## src/rtl/core/sawarq_pkg.sv

```systemverilog
// ----------------------------------------------------------------------------
// sawarq_pkg: shared types and codes of the stop-and-wait ARQ sender
// Word layouts of both channels, the connection state record, command and
// packet codes, and the action chosen for each event.
// ----------------------------------------------------------------------------
`default_nettype none

package sawarq_pkg;

  // Event commands
  localparam logic [2:0] CMD_OPEN    = 3'd0;
  localparam logic [2:0] CMD_DATA    = 3'd1;
  localparam logic [2:0] CMD_RX      = 3'd2;
  localparam logic [2:0] CMD_TIMEOUT = 3'd3;
  localparam logic [2:0] CMD_CLOSE   = 3'd4;
  localparam logic [2:0] CMD_RX_ERR  = 3'd5;

  // Packet kinds, shared by received flags and transmitted kind
  localparam logic [1:0] KIND_SYN = 2'd0;
  localparam logic [1:0] KIND_ACK = 2'd1;
  localparam logic [1:0] KIND_FIN = 2'd2;

  // Segment position marks
  localparam logic [1:0] MARK_BEGIN  = 2'd0;
  localparam logic [1:0] MARK_MIDDLE = 2'd1;
  localparam logic [1:0] MARK_END    = 2'd2;

  // Status codes
  localparam logic [2:0] ST_WAITING   = 3'd0;
  localparam logic [2:0] ST_CONNECTED = 3'd1;
  localparam logic [2:0] ST_SEG_ACKED = 3'd2;
  localparam logic [2:0] ST_CLOSED    = 3'd3;
  localparam logic [2:0] ST_ABORTED   = 3'd4;

  // Configuration register indexes
  localparam logic [1:0] REG_INIT_TIMEOUT = 2'd0;
  localparam logic [1:0] REG_TIMEOUT_LIM  = 2'd1;
  localparam logic [1:0] REG_SHRINK_FLOOR = 2'd2;

  localparam logic [15:0] INIT_TIMEOUT_RST = 16'd5;
  localparam logic [15:0] TIMEOUT_LIM_RST  = 16'd20000;
  localparam logic [15:0] SHRINK_FLOOR_RST = 16'd1024;

  typedef enum logic [2:0] {
    PH_IDLE   = 3'd0,
    PH_SYN    = 3'd1,
    PH_CONN   = 3'd2,
    PH_SEG    = 3'd3,
    PH_FIN    = 3'd4,
    PH_CLOSED = 3'd5,
    PH_ABORT  = 3'd6
  } phase_t;

  typedef enum logic [2:0] {
    ACT_QUIET    = 3'd0,
    ACT_RESEND   = 3'd1,
    ACT_HS_ACK   = 3'd2,
    ACT_SEG_DONE = 3'd3,
    ACT_FIN_ACKS = 3'd4
  } act_t;

  typedef struct packed {
    logic [2:0]  cmd;
    logic [10:0] seg_length;
    logic        seg_last;
    logic [1:0]  rx_flags;
    logic [31:0] rx_seq;
    logic [31:0] rx_ack;
  } in_item_t;

  typedef struct packed {
    logic        tx_valid;
    logic [1:0]  tx_kind;
    logic [31:0] tx_seq;
    logic [31:0] tx_ack;
    logic [10:0] tx_length;
    logic [1:0]  tx_marker;
    logic [16:0] timeout_now;
    logic [2:0]  status;
    logic        last;
  } out_item_t;

  typedef struct packed {
    phase_t      phase;
    logic [31:0] send_seq;
    logic [10:0] pend_len;
    logic [1:0]  pend_marker;
    logic        first_done;
    logic [16:0] timeout;
    logic [1:0]  pend_kind;
  } conn_state_t;

  typedef struct packed {
    logic [15:0] initial_timeout;
    logic [15:0] timeout_limit;
    logic [15:0] shrink_floor;
  } cfg_regs_t;

endpackage

`default_nettype wire

```

## src/rtl/core/sawarq_step.sv

```systemverilog
// ----------------------------------------------------------------------------
// sawarq_step: event decoder of the ARQ sender
// Works out, for one event word and the present connection state, the next
// state, the packet word to send and how many extra copies of it follow.
// ----------------------------------------------------------------------------
`default_nettype none

module sawarq_step #(
  parameter int unsigned SEG_BYTES = 1024
) (
  input  wire sawarq_pkg::in_item_t    item,
  input  wire sawarq_pkg::conn_state_t st,
  input  wire sawarq_pkg::cfg_regs_t   cfg,
  output sawarq_pkg::conn_state_t      st_nxt,
  output sawarq_pkg::out_item_t        res,
  output logic [1:0]                   rep
);

  localparam int unsigned LEN_CMP_W = 17;

  sawarq_pkg::act_t act;
  logic        waiting;
  logic [10:0] len_sat;
  logic [31:0] seq_plus1;
  logic [31:0] seq_plus_len;
  logic [31:0] peer_ack;
  logic [16:0] tmo_dbl;
  logic [2:0]  quiet_status;

  assign waiting = (st.phase == sawarq_pkg::PH_SYN) || (st.phase == sawarq_pkg::PH_SEG) ||
                   (st.phase == sawarq_pkg::PH_FIN);
  assign len_sat = ({6'd0, item.seg_length} > LEN_CMP_W'(SEG_BYTES)) ?
                   11'(SEG_BYTES) : item.seg_length;
  assign seq_plus1    = st.send_seq + 32'd1;
  assign seq_plus_len = st.send_seq + {21'd0, st.pend_len} + 32'd1;
  assign peer_ack     = item.rx_seq + 32'd1;
  // A zero timeout stays zero, and the top bit falls off when doubled.
  assign tmo_dbl      = {st.timeout[15:0], 1'b0};

  // Next state and the action taken for the event.
  always_comb begin
    st_nxt = st;
    act    = sawarq_pkg::ACT_QUIET;
    case (item.cmd)
      sawarq_pkg::CMD_OPEN: begin
        if (st.phase == sawarq_pkg::PH_IDLE) begin
          st_nxt.send_seq    = 32'd0;
          st_nxt.pend_kind   = sawarq_pkg::KIND_SYN;
          st_nxt.pend_len    = 11'd0;
          st_nxt.pend_marker = sawarq_pkg::MARK_BEGIN;
          st_nxt.phase       = sawarq_pkg::PH_SYN;
          act                = sawarq_pkg::ACT_RESEND;
        end
      end
      sawarq_pkg::CMD_DATA: begin
        if (st.phase == sawarq_pkg::PH_CONN) begin
          if (!st.first_done) begin
            st_nxt.send_seq = 32'd0;
          end
          // An end mark wins over a begin mark on a one-segment file.
          st_nxt.pend_marker = item.seg_last ? sawarq_pkg::MARK_END :
                               (st.first_done ? sawarq_pkg::MARK_MIDDLE :
                                sawarq_pkg::MARK_BEGIN);
          st_nxt.first_done  = 1'b1;
          st_nxt.pend_len    = len_sat;
          st_nxt.pend_kind   = sawarq_pkg::KIND_ACK;
          st_nxt.phase       = sawarq_pkg::PH_SEG;
          act                = sawarq_pkg::ACT_RESEND;
        end
      end
      sawarq_pkg::CMD_CLOSE: begin
        if (st.phase == sawarq_pkg::PH_CONN) begin
          st_nxt.send_seq    = 32'd0;
          st_nxt.pend_kind   = sawarq_pkg::KIND_FIN;
          st_nxt.pend_len    = 11'd0;
          st_nxt.pend_marker = sawarq_pkg::MARK_BEGIN;
          st_nxt.phase       = sawarq_pkg::PH_FIN;
          act                = sawarq_pkg::ACT_RESEND;
        end
      end
      sawarq_pkg::CMD_RX: begin
        if (waiting) begin
          if (st.timeout >= {1'b0, cfg.shrink_floor}) begin
            st_nxt.timeout = {1'b0, st.timeout[16:1]};
          end
          if (st.phase == sawarq_pkg::PH_SYN) begin
            if (item.rx_ack == seq_plus1) begin
              st_nxt.send_seq = seq_plus1;
              st_nxt.phase    = sawarq_pkg::PH_CONN;
              act             = sawarq_pkg::ACT_HS_ACK;
            end else begin
              act = sawarq_pkg::ACT_RESEND;
            end
          end else if (st.phase == sawarq_pkg::PH_SEG) begin
            if (item.rx_flags == sawarq_pkg::KIND_ACK && item.rx_ack == seq_plus_len) begin
              st_nxt.send_seq = seq_plus_len;
              st_nxt.phase    = sawarq_pkg::PH_CONN;
              act             = sawarq_pkg::ACT_SEG_DONE;
            end else begin
              act = sawarq_pkg::ACT_RESEND;
            end
          end else if (item.rx_flags == sawarq_pkg::KIND_FIN && item.rx_ack == seq_plus1) begin
            st_nxt.phase = sawarq_pkg::PH_CLOSED;
            act          = sawarq_pkg::ACT_FIN_ACKS;
          end
        end
      end
      sawarq_pkg::CMD_TIMEOUT: begin
        if (waiting) begin
          st_nxt.timeout = tmo_dbl;
          if (tmo_dbl > {1'b0, cfg.timeout_limit}) begin
            st_nxt.phase = sawarq_pkg::PH_ABORT;
          end
          act = sawarq_pkg::ACT_RESEND;
        end
      end
      sawarq_pkg::CMD_RX_ERR: begin
        if (waiting) begin
          st_nxt.phase = sawarq_pkg::PH_ABORT;
        end
      end
      default: begin
      end
    endcase
  end

  // The status of a quiet or resend result follows the phase the event leaves.
  assign quiet_status = (st_nxt.phase == sawarq_pkg::PH_ABORT)  ? sawarq_pkg::ST_ABORTED :
                        (st_nxt.phase == sawarq_pkg::PH_CLOSED) ? sawarq_pkg::ST_CLOSED :
                        sawarq_pkg::ST_WAITING;

  // Result word for the chosen action.
  always_comb begin
    res             = '0;
    res.timeout_now = st_nxt.timeout;
    res.last        = 1'b1;
    rep             = 2'd0;
    unique case (act)
      sawarq_pkg::ACT_QUIET: begin
        res.status = quiet_status;
      end
      sawarq_pkg::ACT_RESEND: begin
        res.tx_valid = 1'b1;
        res.tx_kind  = st_nxt.pend_kind;
        res.tx_seq   = st_nxt.send_seq;
        if (st_nxt.pend_kind == sawarq_pkg::KIND_ACK) begin
          res.tx_length = st_nxt.pend_len;
          res.tx_marker = st_nxt.pend_marker;
        end
        res.status = quiet_status;
      end
      sawarq_pkg::ACT_HS_ACK: begin
        res.tx_valid = 1'b1;
        res.tx_kind  = sawarq_pkg::KIND_ACK;
        res.tx_seq   = st_nxt.send_seq;
        res.tx_ack   = peer_ack;
        res.status   = sawarq_pkg::ST_CONNECTED;
      end
      sawarq_pkg::ACT_SEG_DONE: begin
        res.status = sawarq_pkg::ST_SEG_ACKED;
      end
      sawarq_pkg::ACT_FIN_ACKS: begin
        res.tx_valid = 1'b1;
        res.tx_kind  = sawarq_pkg::KIND_ACK;
        res.tx_seq   = st_nxt.send_seq;
        res.tx_ack   = peer_ack;
        res.status   = sawarq_pkg::ST_CLOSED;
        rep          = 2'd2;
      end
      default: begin
        res.status = quiet_status;
      end
    endcase
  end

endmodule

`default_nettype wire

```

## src/rtl/core/stop_and_wait_arq_sender.sv

```systemverilog
// ----------------------------------------------------------------------------
// stop_and_wait_arq_sender: sender side of a stop-and-wait link
// Takes connection events and gives the packets to transmit, with a receive
// timeout that doubles on each expiry and halves on receives at or above the floor.
// ----------------------------------------------------------------------------
//  Channel  Direction  Handshake            Word
//  in_      input      in_valid/in_ready    sawarq_pkg::in_item_t
//  out_     output     out_valid/out_ready  sawarq_pkg::out_item_t
//  cfg_     input      cfg_we               cfg_index, cfg_wdata (16 bits)
//
//  An event word is taken into an input register and decoded from there into the
//  result register once that is free, so a word follows a word in every cycle
//  while the output is not stalled; the result register drives the output.
//  A peer close answered with three ACKs holds the result register until three
//  words have been taken; every other event gives one result word.
//  Reset sets the link idle, the sequence to zero and the timeout to five.
//  A stalled output holds the result; the input register still takes a word while empty.
// ----------------------------------------------------------------------------
`default_nettype none

module stop_and_wait_arq_sender #(
  parameter int unsigned SEG_BYTES = 1024
) (
  input  wire                        clk,
  input  wire                        rst_n,
  input  wire                        in_valid,
  output logic                       in_ready,
  input  wire sawarq_pkg::in_item_t  in_data,
  output logic                       out_valid,
  input  wire                        out_ready,
  output sawarq_pkg::out_item_t      out_data,
  input  wire                        cfg_we,
  input  wire [1:0]                  cfg_index,
  input  wire [15:0]                 cfg_wdata
);

  sawarq_pkg::in_item_t    in_r;
  logic                    in_v_r;
  sawarq_pkg::conn_state_t st_r;
  sawarq_pkg::conn_state_t st_nxt;
  sawarq_pkg::cfg_regs_t   cfg_r;
  sawarq_pkg::out_item_t   res_r;
  sawarq_pkg::out_item_t   res_nxt;
  logic                    out_v_r;
  logic [1:0]              rep_r;
  logic [1:0]              rep_nxt;
  logic                    out_free;
  logic                    fire_proc;
  logic                    in_fire;
  logic                    out_fire;

  assign out_fire  = out_v_r && out_ready;
  assign out_free  = !out_v_r || (out_ready && rep_r == 2'd0);
  assign fire_proc = in_v_r && out_free;
  assign in_ready  = !in_v_r || fire_proc;
  assign in_fire   = in_valid && in_ready;

  sawarq_step #(
    .SEG_BYTES(SEG_BYTES)
  ) u_step (
    .item  (in_r),
    .st    (st_r),
    .cfg   (cfg_r),
    .st_nxt(st_nxt),
    .res   (res_nxt),
    .rep   (rep_nxt)
  );

  always_ff @(posedge clk) begin
    if (in_fire) begin
      in_r <= in_data;
    end
    if (!rst_n) begin
      in_v_r <= 1'b0;
    end else if (in_fire) begin
      in_v_r <= 1'b1;
    end else if (fire_proc) begin
      in_v_r <= 1'b0;
    end
  end

  always_ff @(posedge clk) begin
    if (!rst_n) begin
      cfg_r.initial_timeout <= sawarq_pkg::INIT_TIMEOUT_RST;
      cfg_r.timeout_limit   <= sawarq_pkg::TIMEOUT_LIM_RST;
      cfg_r.shrink_floor    <= sawarq_pkg::SHRINK_FLOOR_RST;
    end else if (cfg_we) begin
      case (cfg_index)
        sawarq_pkg::REG_INIT_TIMEOUT: cfg_r.initial_timeout <= cfg_wdata;
        sawarq_pkg::REG_TIMEOUT_LIM:  cfg_r.timeout_limit   <= cfg_wdata;
        sawarq_pkg::REG_SHRINK_FLOOR: cfg_r.shrink_floor    <= cfg_wdata;
        default: begin
        end
      endcase
    end
  end

  always_ff @(posedge clk) begin
    if (!rst_n) begin
      st_r.phase       <= sawarq_pkg::PH_IDLE;
      st_r.send_seq    <= 32'd0;
      st_r.pend_len    <= 11'd0;
      st_r.pend_marker <= sawarq_pkg::MARK_BEGIN;
      st_r.first_done  <= 1'b0;
      st_r.timeout     <= {1'b0, sawarq_pkg::INIT_TIMEOUT_RST};
      st_r.pend_kind   <= sawarq_pkg::KIND_SYN;
    end else if (fire_proc) begin
      st_r <= st_nxt;
    end else if (cfg_we && cfg_index == sawarq_pkg::REG_INIT_TIMEOUT &&
                 st_r.phase == sawarq_pkg::PH_IDLE) begin
      // Before the link opens, a new initial timeout takes effect at once.
      st_r.timeout <= {1'b0, cfg_wdata};
    end
  end

  always_ff @(posedge clk) begin
    if (fire_proc) begin
      res_r <= res_nxt;
    end
    if (!rst_n) begin
      out_v_r <= 1'b0;
      rep_r   <= 2'd0;
    end else if (fire_proc) begin
      out_v_r <= 1'b1;
      rep_r   <= rep_nxt;
    end else if (out_fire) begin
      if (rep_r != 2'd0) begin
        rep_r <= rep_r - 2'd1;
      end else begin
        out_v_r <= 1'b0;
      end
    end
  end

  always_comb begin
    out_data      = res_r;
    out_data.last = (rep_r == 2'd0);
  end
  assign out_valid = out_v_r;

  // Repeat copies only exist behind a valid result word.
  a_rep_needs_valid: assert property (@(posedge clk) disable iff (!rst_n)
    rep_r != 2'd0 |-> out_v_r)
    else $error("repeat count set with no result word held");

  // Each taken copy of a repeated word counts down and keeps the word on offer.
  a_rep_counts_down: assert property (@(posedge clk) disable iff (!rst_n)
    out_fire && rep_r != 2'd0 |=> out_v_r && rep_r == $past(rep_r) - 2'd1)
    else $error("repeated result word lost or miscounted");

  // An event waiting behind a busy result register is held untouched.
  a_in_holds: assert property (@(posedge clk) disable iff (!rst_n)
    in_v_r && !fire_proc |=> in_v_r && $stable(in_r))
    else $error("pending event word dropped or changed");

  // An aborted link never leaves the aborted phase.
  a_abort_sticks: assert property (@(posedge clk) disable iff (!rst_n)
    st_r.phase == sawarq_pkg::PH_ABORT |=> st_r.phase == sawarq_pkg::PH_ABORT)
    else $error("link left the aborted phase");

  // A closed link stays closed.
  a_closed_sticks: assert property (@(posedge clk) disable iff (!rst_n)
    st_r.phase == sawarq_pkg::PH_CLOSED |=> st_r.phase == sawarq_pkg::PH_CLOSED)
    else $error("link left the closed phase");

endmodule

`default_nettype wire

```

## config.mk

```make
export PLATFORM = sky130hd
export DESIGN_NAME = stop_and_wait_arq_sender
export DESIGN_NICKNAME = d
export VERILOG_FILES = /design/src/rtl/core/sawarq_pkg.sv /design/src/rtl/core/sawarq_step.sv /design/src/rtl/core/stop_and_wait_arq_sender.sv
export SDC_FILE = /design/constraint.sdc
export NUM_CORES = 1
export LEC_CHECK = 0
export BUFFER_PORTS_ARGS = -buffer_cell sky130_fd_sc_hd__buf_2
export CAP_MARGIN = 20
export CORE_AREA = 5 5 248 250
export CTS_BUF_LIST = sky130_fd_sc_hd__clkbuf_4 sky130_fd_sc_hd__clkbuf_8 sky130_fd_sc_hd__clkbuf_16
export DETAILED_ROUTE_END_ITERATION = 12
export DIE_AREA = 0 0 253 255
export SLEW_MARGIN = 0
export SYNTH_ARGS = -nofsm -noshare
export SYNTH_HDL_FRONTEND = slang
export SYNTH_SLANG_ARGS = --single-unit
```

## constraint.sdc

```tcl
create_clock -name clk -period 15.9 [get_ports clk]
set_input_delay 4.77 -clock clk [delete_from_list [all_inputs] [get_ports clk]]
set_output_delay 4.77 -clock clk [all_outputs]
set_load 0.02 [all_outputs]
```

==> results of run 1 <==
[sequential cells by signal, summed over array words and instances (netlist names)]
| signal | count |
|---|---|
| cfg_r | 32 |
| in_r | 81 |
| in_v_r | 1 |
| out_data | 100 |
| out_valid | 1 |
| rep_r | 2 |
| st_r | 68 |
[power by group]
group / switching (mW) / leakage (nW) / total (mW) / internal [mW]
combinational: 0.118 / 4.06 / 0.186 / 0.0686
sequential: 0.0329 / 2.55 / 0.858 / 0.825
clock: 0.350 / 0.630 / 0.872 / 0.522
[cells by family (layout without fill, tap and decap cells)]
kind of cell / Yosys count / after routing / share of synthesized area [%]
buf+inv: 201 / 371 / 4.936
xor+xnor: 113 / 113 / 5.886
flops: 285 / 285 / 42.91
mux: 35 / 35 / 2.150
simple gates: 731 / 731 / 21.68
compound gates: 481 / 481 / 19.11
fa+ha+maj: 46 / 46 / 3.329
[metrics by stage]
stage,instance area [um^2],utilization (%),cells
after floorplan,17520,-,1892
final,20380,34.67,2835
after global placement,19090,32.46,2763
after detailed placement,19100,32.48,2764
after CTS,20380,34.65,2834
after global routing,20380,34.67,2835
[tightest hold or removal path, delay by kind of cell, from the launching register on]
kind | cells | cell delay, ns
flip-flops | 1 | 0.31
AND/OR/NAND/NOR | 1 | 0.04
AO/OA/AOI/OAI | 1 | 0.06
[synthesized netlist by cell type (all sizes together), types with 6 or more instances]
library cell / instances
a2111oi: 6
a211oi: 15
a21boi: 33
a21o: 22
a21oi: 104
a222oi: 13
a22oi: 29
a31oi: 23
and2: 17
and3: 22
and4: 18
buf: 45
clkbuf: 81
dfxtp: 104
edfxtp: 181
ha: 45
inv: 74
mux2: 18
mux2i: 17
nand2: 208
nand2b: 16
nand3: 55
nand4: 56
nor2: 170
nor2b: 32
nor3: 48
nor3b: 8
nor4: 25
o2111ai: 9
o211ai: 27
o21a: 11
o21ai: 97
o22ai: 10
o31ai: 8
o32ai: 6
or2: 9
or3: 17
or4: 14
xnor2: 69
xor2: 41
[area by class of cell]
| cell class | count | area (um^2) | area share [%] |
|---|---|---|---|
| multi-input cells | 1406 | 9149 | 44.88 |
| well taps | 773 | 967.2 | 4.745 |
| flip-flops and latches | 285 | 7517 | 36.88 |
| repair buffers | 226 | 1185 | 5.813 |
| inverters | 75 | 286.5 | 1.406 |
| clock inverters | 21 | 227.7 | 1.117 |
| clock buffers | 49 | 1051 | 5.156 |
[layout by cell type, fill, tap and decap left out, types with 39 or more instances in the layout]
master,count
dfxtp_1,104
inv_1,73
nand4_1,49
nand2_1,208
a21oi_1,101
nand3_1,53
nor3_1,45
edfxtp_1,181
ha_1,45
nor2_1,166
o21ai_0,92
xor2_1,41
xnor2_1,69
clkbuf_16,39
buf_2,206
[routing by layer]
metal | vias up | GRT usage, %
met2 | 720 | 28.62
met5 | - | 0
li1 | 7289 | -
met4 | 12 | 6.525
met1 | 7538 | 25.79
met3 | 145 | 5.264
[worst max-delay path by stage]
stage / endpoint / start / cells past startpoint / slack, ns
6_report: in_ready / out_ready / 4 / 5.68
5_1_grt: in_ready / out_ready / 4 / 5.55
4_1_cts: in_ready / out_ready / 4 / 5.69
3_5_place_dp: in_ready / out_ready / 4 / 5.69
3_3_place_gp: in_ready / out_ready / 4 / 5.70
2_1_floorplan: in_ready / out_ready / 2 / 5.98
==> results_dict.tcl, run 1 <==
set metrics [dict create \
    vias_per_cell 5.539 \
    p_leak_nw 7.244 \
    critPathBufInv 2 \
    ir_worst_vdd_uv 83.99 \
    cpPeakStageDelay_ns 0.23 \
    worst_hold_slack_ns 0.4653 \
    vias 15704 \
    grt_pass1_wl_um 94400 \
    crit_chain "buf_2 > a21oi_1 > nand2_1 > buf_2" \
    drive_above_1_share_pct 17.60 \
    hold_depth 2 \
    worstRegToRegCells 11 \
    antenna_found_initial 5 \
    die_h_um 255 \
    period_share_pct 64.28 \
    cts.sinks 285 \
    nets 2182 \
    wl_met3_um 5727 \
    power_mw 1.916 \
    htree_levels 2 \
    io_pins 207 \
    fin_setup_tns_ns 0 \
    setup_viol 0 \
    holdCritPathClass "reg -> reg" \
    regToRegSetupSlack_ns 9.94 \
    worstSetupEndpointType "output port" \
    seq_area_frac_synth_pct 42.91 \
    slew_violations 0 \
    outcome "completed" \
    dp_hpwl_um 46570 \
    p_per_area_mw_per_mm2 94.01 \
    numCtsBuffers 38 \
    netlist.top_cell.by_area "edfxtp_1" \
    gp_congestion 0.9483 \
    grt_max_degree 95 \
    start_util_pct 29.79 \
    startpoint_type "input port" \
    cpMostUsedCell "buf_2" \
    die_w_um 253 \
    crit_type "in -> out" \
    cts_resized 0 \
    preCtsSetupSlack_ns 5.694 \
    crit_path_max_fanout 4 \
    period_needed_ns 10.22 \
    worstMarginPinSlew_ns 1.164 \
    grt_pass1_vias 15123 \
    skew_ns 0.02020 \
    drtAntennaViolNets 0 \
    wl_per_cell_um 22.38 \
    port-buffer-count 206 \
    synthesis.nets 2042 \
    r2r_end "out_data[95]" \
    drv_cap 0 \
    clk_path_buf_depth 3 \
    hold_viol_final 0 \
    post-route-drc-count 0 \
    cts_root_buf "clkbuf_16" \
    std_cell_rows 89 \
    first_iter_violations 1463 \
    min_to "cfg_r[12]" \
    wl_met1_um 27670 \
    fill_cells 6077 \
    top_layer "met5" \
    coreArea_mm2 0.05880 \
    synth_cell_types 105 \
    synthCells 1892 \
    dieArea_mm2 0.06452 \
    setup_ws_ns 5.679 \
    syn2layout_area_growth_pct 16.36 \
    antenna_cells 0 \
    avgSynthCellArea_um2 9.258 \
    cp_slowest_cell "a21oi_1" \
    ys_ff_latch 285 \
    synth_ff_type "edfxtp_1" \
    cts_tree "yes" \
    cts_hold_buf 0 \
    netlist_area_mm2 0.01752 \
    async_flop_share_pct 0 \
    insertion_delay_ns 0.57 \
    fmax_ghz 0.09784 \
    holdCritStartpoint "cfg_r[12]" \
    post_cts_buffers 0 \
    yosys_warnings 0 \
    firstDrtPassIters 6 \
    overflow 0 \
    wl_met2_um 27680 \
    arrival_ns 5.45 \
    reg2reg_from "st_r[47]" \
    slew_headroom_pct 22.09 \
    critical_path_required_ns 11.13 \
    wl_um 63460 \
    grt_usage_pct 18.80 \
    yosys-top-cells-area "edfxtp_1, dfxtp_1, nand2_1" \
    synth_edf_count 181 \
    crit_family "buffers and inverters" \
    path_clk_slew_ns 0.06 \
    grt_setup_unrepaired "false" \
    synth_top_area_share_pct 31.03 \
]
Power figures use the tool's default switching activity.
==> inputs of run 2 (changes only) <==
--- a/config.mk
+++ b/config.mk
@@ -5,12 +5,13 @@
 export SDC_FILE = /design/constraint.sdc
 export NUM_CORES = 1
 export LEC_CHECK = 0
+export ABC_AREA = 1
 export BUFFER_PORTS_ARGS = -buffer_cell sky130_fd_sc_hd__buf_2
 export CAP_MARGIN = 20
-export CORE_AREA = 5 5 248 250
+export CORE_AREA = 5 5 253 255
 export CTS_BUF_LIST = sky130_fd_sc_hd__clkbuf_4 sky130_fd_sc_hd__clkbuf_8 sky130_fd_sc_hd__clkbuf_16
 export DETAILED_ROUTE_END_ITERATION = 12
-export DIE_AREA = 0 0 253 255
+export DIE_AREA = 0 0 258 260
 export SLEW_MARGIN = 0
 export SYNTH_ARGS = -nofsm -noshare
 export SYNTH_HDL_FRONTEND = slang
==> constraint.sdc (replaced) <==
create_clock -name clk -period 9.4 [get_ports clk]
set_input_delay 2.82 -clock clk [delete_from_list [all_inputs] [get_ports clk]]
set_output_delay 2.82 -clock clk [all_outputs]
set_load 0.02 [all_outputs]
==> run 2 against run 1 <==
  * Synthesized cell count increased by 38%
  * Via count grew 11%
  * First-iteration DRC count rose by 9.6%
  * Highest routed layer is now met4
  * Final area grew 4.2%
  * Sequential share of layout area shrank 1.5 points
  * Critical endpoint unchanged
  * Wire length increased by 0.98%
  * Global-route usage decreased by 0.32 points
  * Cell count up 27%
  * Count of clock-buffer cells in the layout is 7 lower
  * Worst hold slack worse by 0.0022 ns
==> results_dict.tcl, run 2 <==
set metrics [dict create \
    largest_reg_flops 100 \
    power_mw 3.599 \
    seqCellArea_mm2 0.007517 \
    drv_cap 0 \
    crit_type "in -> out" \
    synth_cell_types 47 \
    multi_input_area_mm2 0.008708 \
    firstDrtPassIters 6 \
    drive_above_1_share_pct 11.67 \
    wl_per_cell_um 17.84 \
    crit_path_max_fanout 3 \
    cts.sinks 285 \
    fmax_ghz 0.1566 \
    start_util_pct 29.66 \
    synth_most_common_cell "nand2_1" \
    r2r_end "out_data[86]" \
    cts_resized 0 \
    grt_pass1_wl_um 97140 \
    grt_usage_pct 18.48 \
    netlist_area_mm2 0.01820 \
    fill_cells 6570 \
    synthesis.nets 2756 \
    ir_worst_vdd_uv 157.1 \
    worstRegToRegCells 25 \
    skew_ns 0.04072 \
    std_cell_rows 91 \
    startpoint_type "input port" \
    critical_path_required_ns 6.58 \
    grt_setup_unrepaired "false" \
    synth_edf_count 181 \
    nets 2923 \
    async_flop_share_pct 0 \
    setup_ws_ns 3.014 \
    clk_path_buf_depth 3 \
    period_share_pct 67.94 \
    regToRegSetupSlack_ns 3.74 \
    post_cts_buffers 0 \
    endpoint "in_ready" \
    dp_hpwl_um 47360 \
    vias 17487 \
    hold_viol_final 0 \
    synth_ff_type "edfxtp_1" \
    first_iter_violations 1604 \
    path_clk_slew_ns 0.06 \
    cts_tree "yes" \
    yosys_warnings 0 \
    layout_commonest_cell "nand2_1" \
    drtAntennaViolNets 0 \
    slew_headroom_pct 34.13 \
    synthCells 2606 \
    netlist.top_cell.by_area "edfxtp_1" \
    numCtsBuffers 37 \
    p_per_area_mw_per_mm2 169.5 \
    final_cell_mix "nand2_1, inv_1, nand3_1" \
    worstSetupEndpointType "output port" \
    setup_viol 0 \
    syn2layout_area_growth_pct 16.65 \
    antenna_found_initial 0 \
    seq_area_frac_synth_pct 41.29 \
    synth_top_area_share_pct 29.86 \
    ys_ff_latch 285 \
    p_leak_nw 10.04 \
    overflow 0 \
    cts_hold_buf 0 \
    holdCritPathClass "reg -> reg" \
    io_pins 207 \
    preCtsSetupSlack_ns 3.032 \
    outcome "completed" \
    cts_root_buf "clkbuf_16" \
    post-route-drc-count 0 \
    period_needed_ns 6.386 \
    reg2reg_from "st_r[33]" \
    worstMarginPinSlew_ns 0.9869 \
    slew_violations 0 \
    avgSynthCellArea_um2 6.985 \
    vias_per_cell 4.868 \
    die_h_um 260 \
    antenna_cells 0 \
    synthTopCellsByCount "nand2_1, inv_1, nand3_1, nor2_1, edfxtp_1" \
    dieArea_mm2 0.06708 \
    port-buffer-count 206 \
    gp_congestion 0.9943 \
    coreArea_mm2 0.06137 \
    arrival_ns 3.57 \
    die_w_um 258 \
    yosys-top-cells-area "edfxtp_1, nand2_1, dfxtp_1" \
    grt_pass1_vias 16389 \
    grt_max_degree 155 \
    fin_setup_tns_ns 0 \
    htree_levels 2 \
    wl_um 64080 \
    insertion_delay_ns 0.58 \
    startpoint "out_ready" \
]
-- run 2: area by class of cell --
type | instances | share of cell area [%]
flip-flops and latches | 285 | 35.40
clock buffers | 42 | 4.649
inverters | 414 | 7.330
well taps | 790 | 4.655
clock inverters | 26 | 1.585
repair buffers | 219 | 5.374
multi-input cells | 1816 | 41.01
-- run 2: cells by family (layout without fill, tap and decap cells) --
group / count (synthesis) / count (layout) / synth area share, %
buffers and inverters: 505 / 701 / 10.98
XOR/XNOR: 35 / 35 / 1.835
AO/OA/AOI/OAI: 316 / 316 / 9.581
AND/OR/NAND/NOR: 1419 / 1419 / 33.11
flip-flops: 285 / 285 / 41.29
adder cells (fa/ha/maj): 46 / 46 / 3.203
-- run 2: per-stage QoR --
stage	cells	util [%]	area (um^2)	hold WS, ns
final	3592	34.60	21240	0.4630
after floorplan	2606	-	18200	0.4362
after global placement	3524	32.45	19910	0.4489
after CTS	3592	34.60	21240	0.4614
after detailed placement	3524	32.45	19910	0.4523
after global routing	3592	34.60	21240	0.4902
-- run 2: how the worst min path moves through the flow --
stage | startpoint | end | slack [ns] | cells past startpoint
floorplan | st_r[19] | st_r[19] | 0.44 | 2
global placement | st_r[19] | st_r[19] | 0.45 | 2
detailed placement | st_r[19] | st_r[19] | 0.45 | 2
CTS | st_r[19] | st_r[19] | 0.46 | 2
global route | st_r[19] | st_r[19] | 0.49 | 2
finish | st_r[19] | st_r[19] | 0.46 | 2
-- run 2: worst max-delay path, stage by stage --
cell,delay [ns]
buf_2,0.10
nor2_1,0.16
inv_1,0.08
nand2_1,0.14
nand2_1,0.10
buf_2,0.17
-- run 2: power breakdown --
part / internal [mW] / switching [mW]
logic: 0.179 / 0.405
registers: 1.41 / 0.0759
clock network: 0.929 / 0.595
-- run 2: metal layers --
| metal | part of all wire, % | track usage [%] |
|---|---|---|
| met4 | 2.9 | 5.295 |
| met5 | 0 | 0 |
| met2 | 45 | 29.97 |
| met1 | 45 | 25.18 |
| met3 | 6.8 | 3.650 |
==> inputs of run 3 (changes only) <==
--- a/config.mk
+++ b/config.mk
@@ -5,13 +5,13 @@
 export SDC_FILE = /design/constraint.sdc
 export NUM_CORES = 1
 export LEC_CHECK = 0
-export ABC_AREA = 1
+export ABC_AREA = 0
 export BUFFER_PORTS_ARGS = -buffer_cell sky130_fd_sc_hd__buf_2
 export CAP_MARGIN = 20
-export CORE_AREA = 5 5 253 255
+export CORE_AREA = 5 5 248 250
 export CTS_BUF_LIST = sky130_fd_sc_hd__clkbuf_4 sky130_fd_sc_hd__clkbuf_8 sky130_fd_sc_hd__clkbuf_16
 export DETAILED_ROUTE_END_ITERATION = 12
-export DIE_AREA = 0 0 258 260
+export DIE_AREA = 0 0 253 255
 export SLEW_MARGIN = 0
 export SYNTH_ARGS = -nofsm -noshare
 export SYNTH_HDL_FRONTEND = slang
==> constraint.sdc (replaced) <==
create_clock -name clk -period 6.3 [get_ports clk]
set_input_delay 1.89 -clock clk [delete_from_list [all_inputs] [get_ports clk]]
set_output_delay 1.89 -clock clk [all_outputs]
set_load 0.02 [all_outputs]
==> run 3 against run 2 <==
  * Via count is 8.1% lower
  * Final area down 3.3%
  * Cell count down 21%
  * First-iteration DRC count increased by 23%
  * Wire length grew 4.8%
  * Register-to-register slack got worse by 3.2 ns
  * Worst setup slack lost 2.5 ns
  * Core utilization grew 0.32 points
  * Clock skew increased by 0.00085 ns
  * Count of clock-buffer cells in the layout up 2
  * Critical path type is now reg -> reg
==> results_dict.tcl, run 3 (synthesis results as in run 1) <==
set metrics [dict create \
    coreArea_mm2 0.05880 \
    nets 2201 \
    worstMarginPinSlew_ns 1.157 \
    gp_congestion 1.006 \
    hold_viol_final 0 \
    dieArea_mm2 0.06452 \
    p_leak_nw 7.357 \
    fin_setup_tns_ns 0 \
    outcome "completed" \
    start_util_pct 29.79 \
    vias 16073 \
    firstDrtPassIters 6 \
    drtAntennaViolNets 0 \
    grt_pass1_wl_um 99480 \
    grt_max_degree 63 \
    fmax_ghz 0.1729 \
    insertion_delay_ns 0.58 \
    crit_chain "nand4_1 > or4_1 > a21oi_1 > a21bo_1 > a22oi_1 > nand4_1 > or4_1 > or2_1 > a21o_1 > mux2_4 > nor2_1" \
    cp_slowest_cell "nand4_1" \
    die_h_um 255 \
    cts_hold_buf 0 \
    cts_resized 0 \
    setup_viol 0 \
    wl_um 67160 \
    std_cell_rows 89 \
    clk_path_buf_depth 3 \
    cts_root_buf "clkbuf_16" \
    slew_violations 0 \
    grt_usage_pct 19.93 \
    grt_pass1_vias 15443 \
    io_pins 207 \
    stdcell_count 2854 \
    syn2layout_area_growth_pct 17.23 \
    slew_headroom_pct 22.61 \
    post-route-drc-count 0 \
    skew_ns 0.04157 \
    ir_worst_vdd_uv 223.2 \
    holdCritPathClass "reg -> reg" \
    final_cell_mix "nand2_1, buf_2, edfxtp_1" \
    htree_levels 2 \
    cts.sinks 285 \
    startpoint_type "register" \
    post_cts_buffers 0 \
    fill_cells 6054 \
    port-buffer-count 206 \
    first_iter_violations 1970 \
    numCtsBuffers 37 \
    die_w_um 253 \
    drive_above_1_share_pct 18.51 \
    period_needed_ns 5.783 \
    p_per_area_mw_per_mm2 238.0 \
    antenna_found_initial 10 \
    preCtsSetupSlack_ns 0.7397 \
    setup_ws_ns 0.5175 \
    arrival_ns 6.05 \
    critical_path_required_ns 6.57 \
    largest_reg_flops 100 \
    crit_path_max_fanout 32 \
    worstSetupEndpointType "register" \
    cts_tree "yes" \
    cpPeakStageDelay_ns 0.81 \
    grt_setup_unrepaired "false" \
    drv_cap 0 \
    period_share_pct 91.79 \
    dp_hpwl_um 49310 \
    overflow 0 \
    power_mw 4.886 \
    crit_type "reg -> reg" \
    path_clk_slew_ns 0.06 \
    layout_commonest_cell "nand2_1" \
    dp_cells 2784 \
    vias_per_cell 5.632 \
    wl_per_cell_um 23.53 \
]
-- run 3: changes by cell type in the layout (fill, tap and decap cells not counted), moves of 32 or more --
cell	previous run	this run
inv_1	400	73
nand3_1	305	53
a21oi_1	160	101
xnor2_1	8	69
nand2_1	692	208
nor2_1	296	166
nor2b_1	0	32
a21boi_0	0	32
-- run 3: metrics by stage --
step / area (um^2) / util [%] / hold WS, ns
after floorplan: 17520 / - / 0.4410
after global placement: 19240 / 32.72 / 0.4513
final: 20530 / 34.93 / 0.4636
after global routing: 20530 / 34.92 / 0.4903
after detailed placement: 19240 / 32.72 / 0.4580
after CTS: 20520 / 34.91 / 0.4656
-- run 3: metal layers --
| layer | up-vias | track usage [%] | wire [um] |
|---|---|---|---|
| met5 | - | 0 | 90 |
| met4 | 14 | 7.111 | 2554 |
| met3 | 179 | 5.640 | 6745 |
| met2 | 809 | 31.11 | 29630 |
| met1 | 7713 | 26.59 | 28140 |
| li1 | 7358 | - | - |
-- run 3: worst max-delay path, delay by kind of cell, from the launching register on --
kind               cells  cell delay (ns)
and+or+nand+nor        6             2.97
DFF                    1             0.78
muxes                  1             0.54
AOI/OAI and AO/OA      4             1.14
-- run 3: final timing paths --
kind	slack, ns	endpoint	cells past startpoint	startpoint
worst max-delay path	0.52	out_data[66]	11	st_r[48]
worst min-delay path	0.46	cfg_r[2]	2	cfg_r[2]
worst max register to register	0.52	out_data[66]	11	st_r[48]
worst min register to register	0.46	cfg_r[2]	2	cfg_r[2]
-- run 3: power by group --
part,switching [mW],internal (mW)
clock,0.897,1.34
sequential,0.0825,2.08
combinational,0.309,0.175
-- run 3: final cells by class --
cell class / instances / area [um^2] / area share (%)
Timing Repair Buffer: 246 / 1331 / 6.483
Multi-Input combinational cell: 1406 / 9143 / 44.52
Antenna cell: 1 / 2.502 / 0.01219
Clock inverter: 24 / 261.5 / 1.273
Clock buffer: 44 / 1026 / 4.996
Tap cell: 773 / 967.2 / 4.710
Inverter: 75 / 286.5 / 1.395
Sequential cell: 285 / 7517 / 36.61
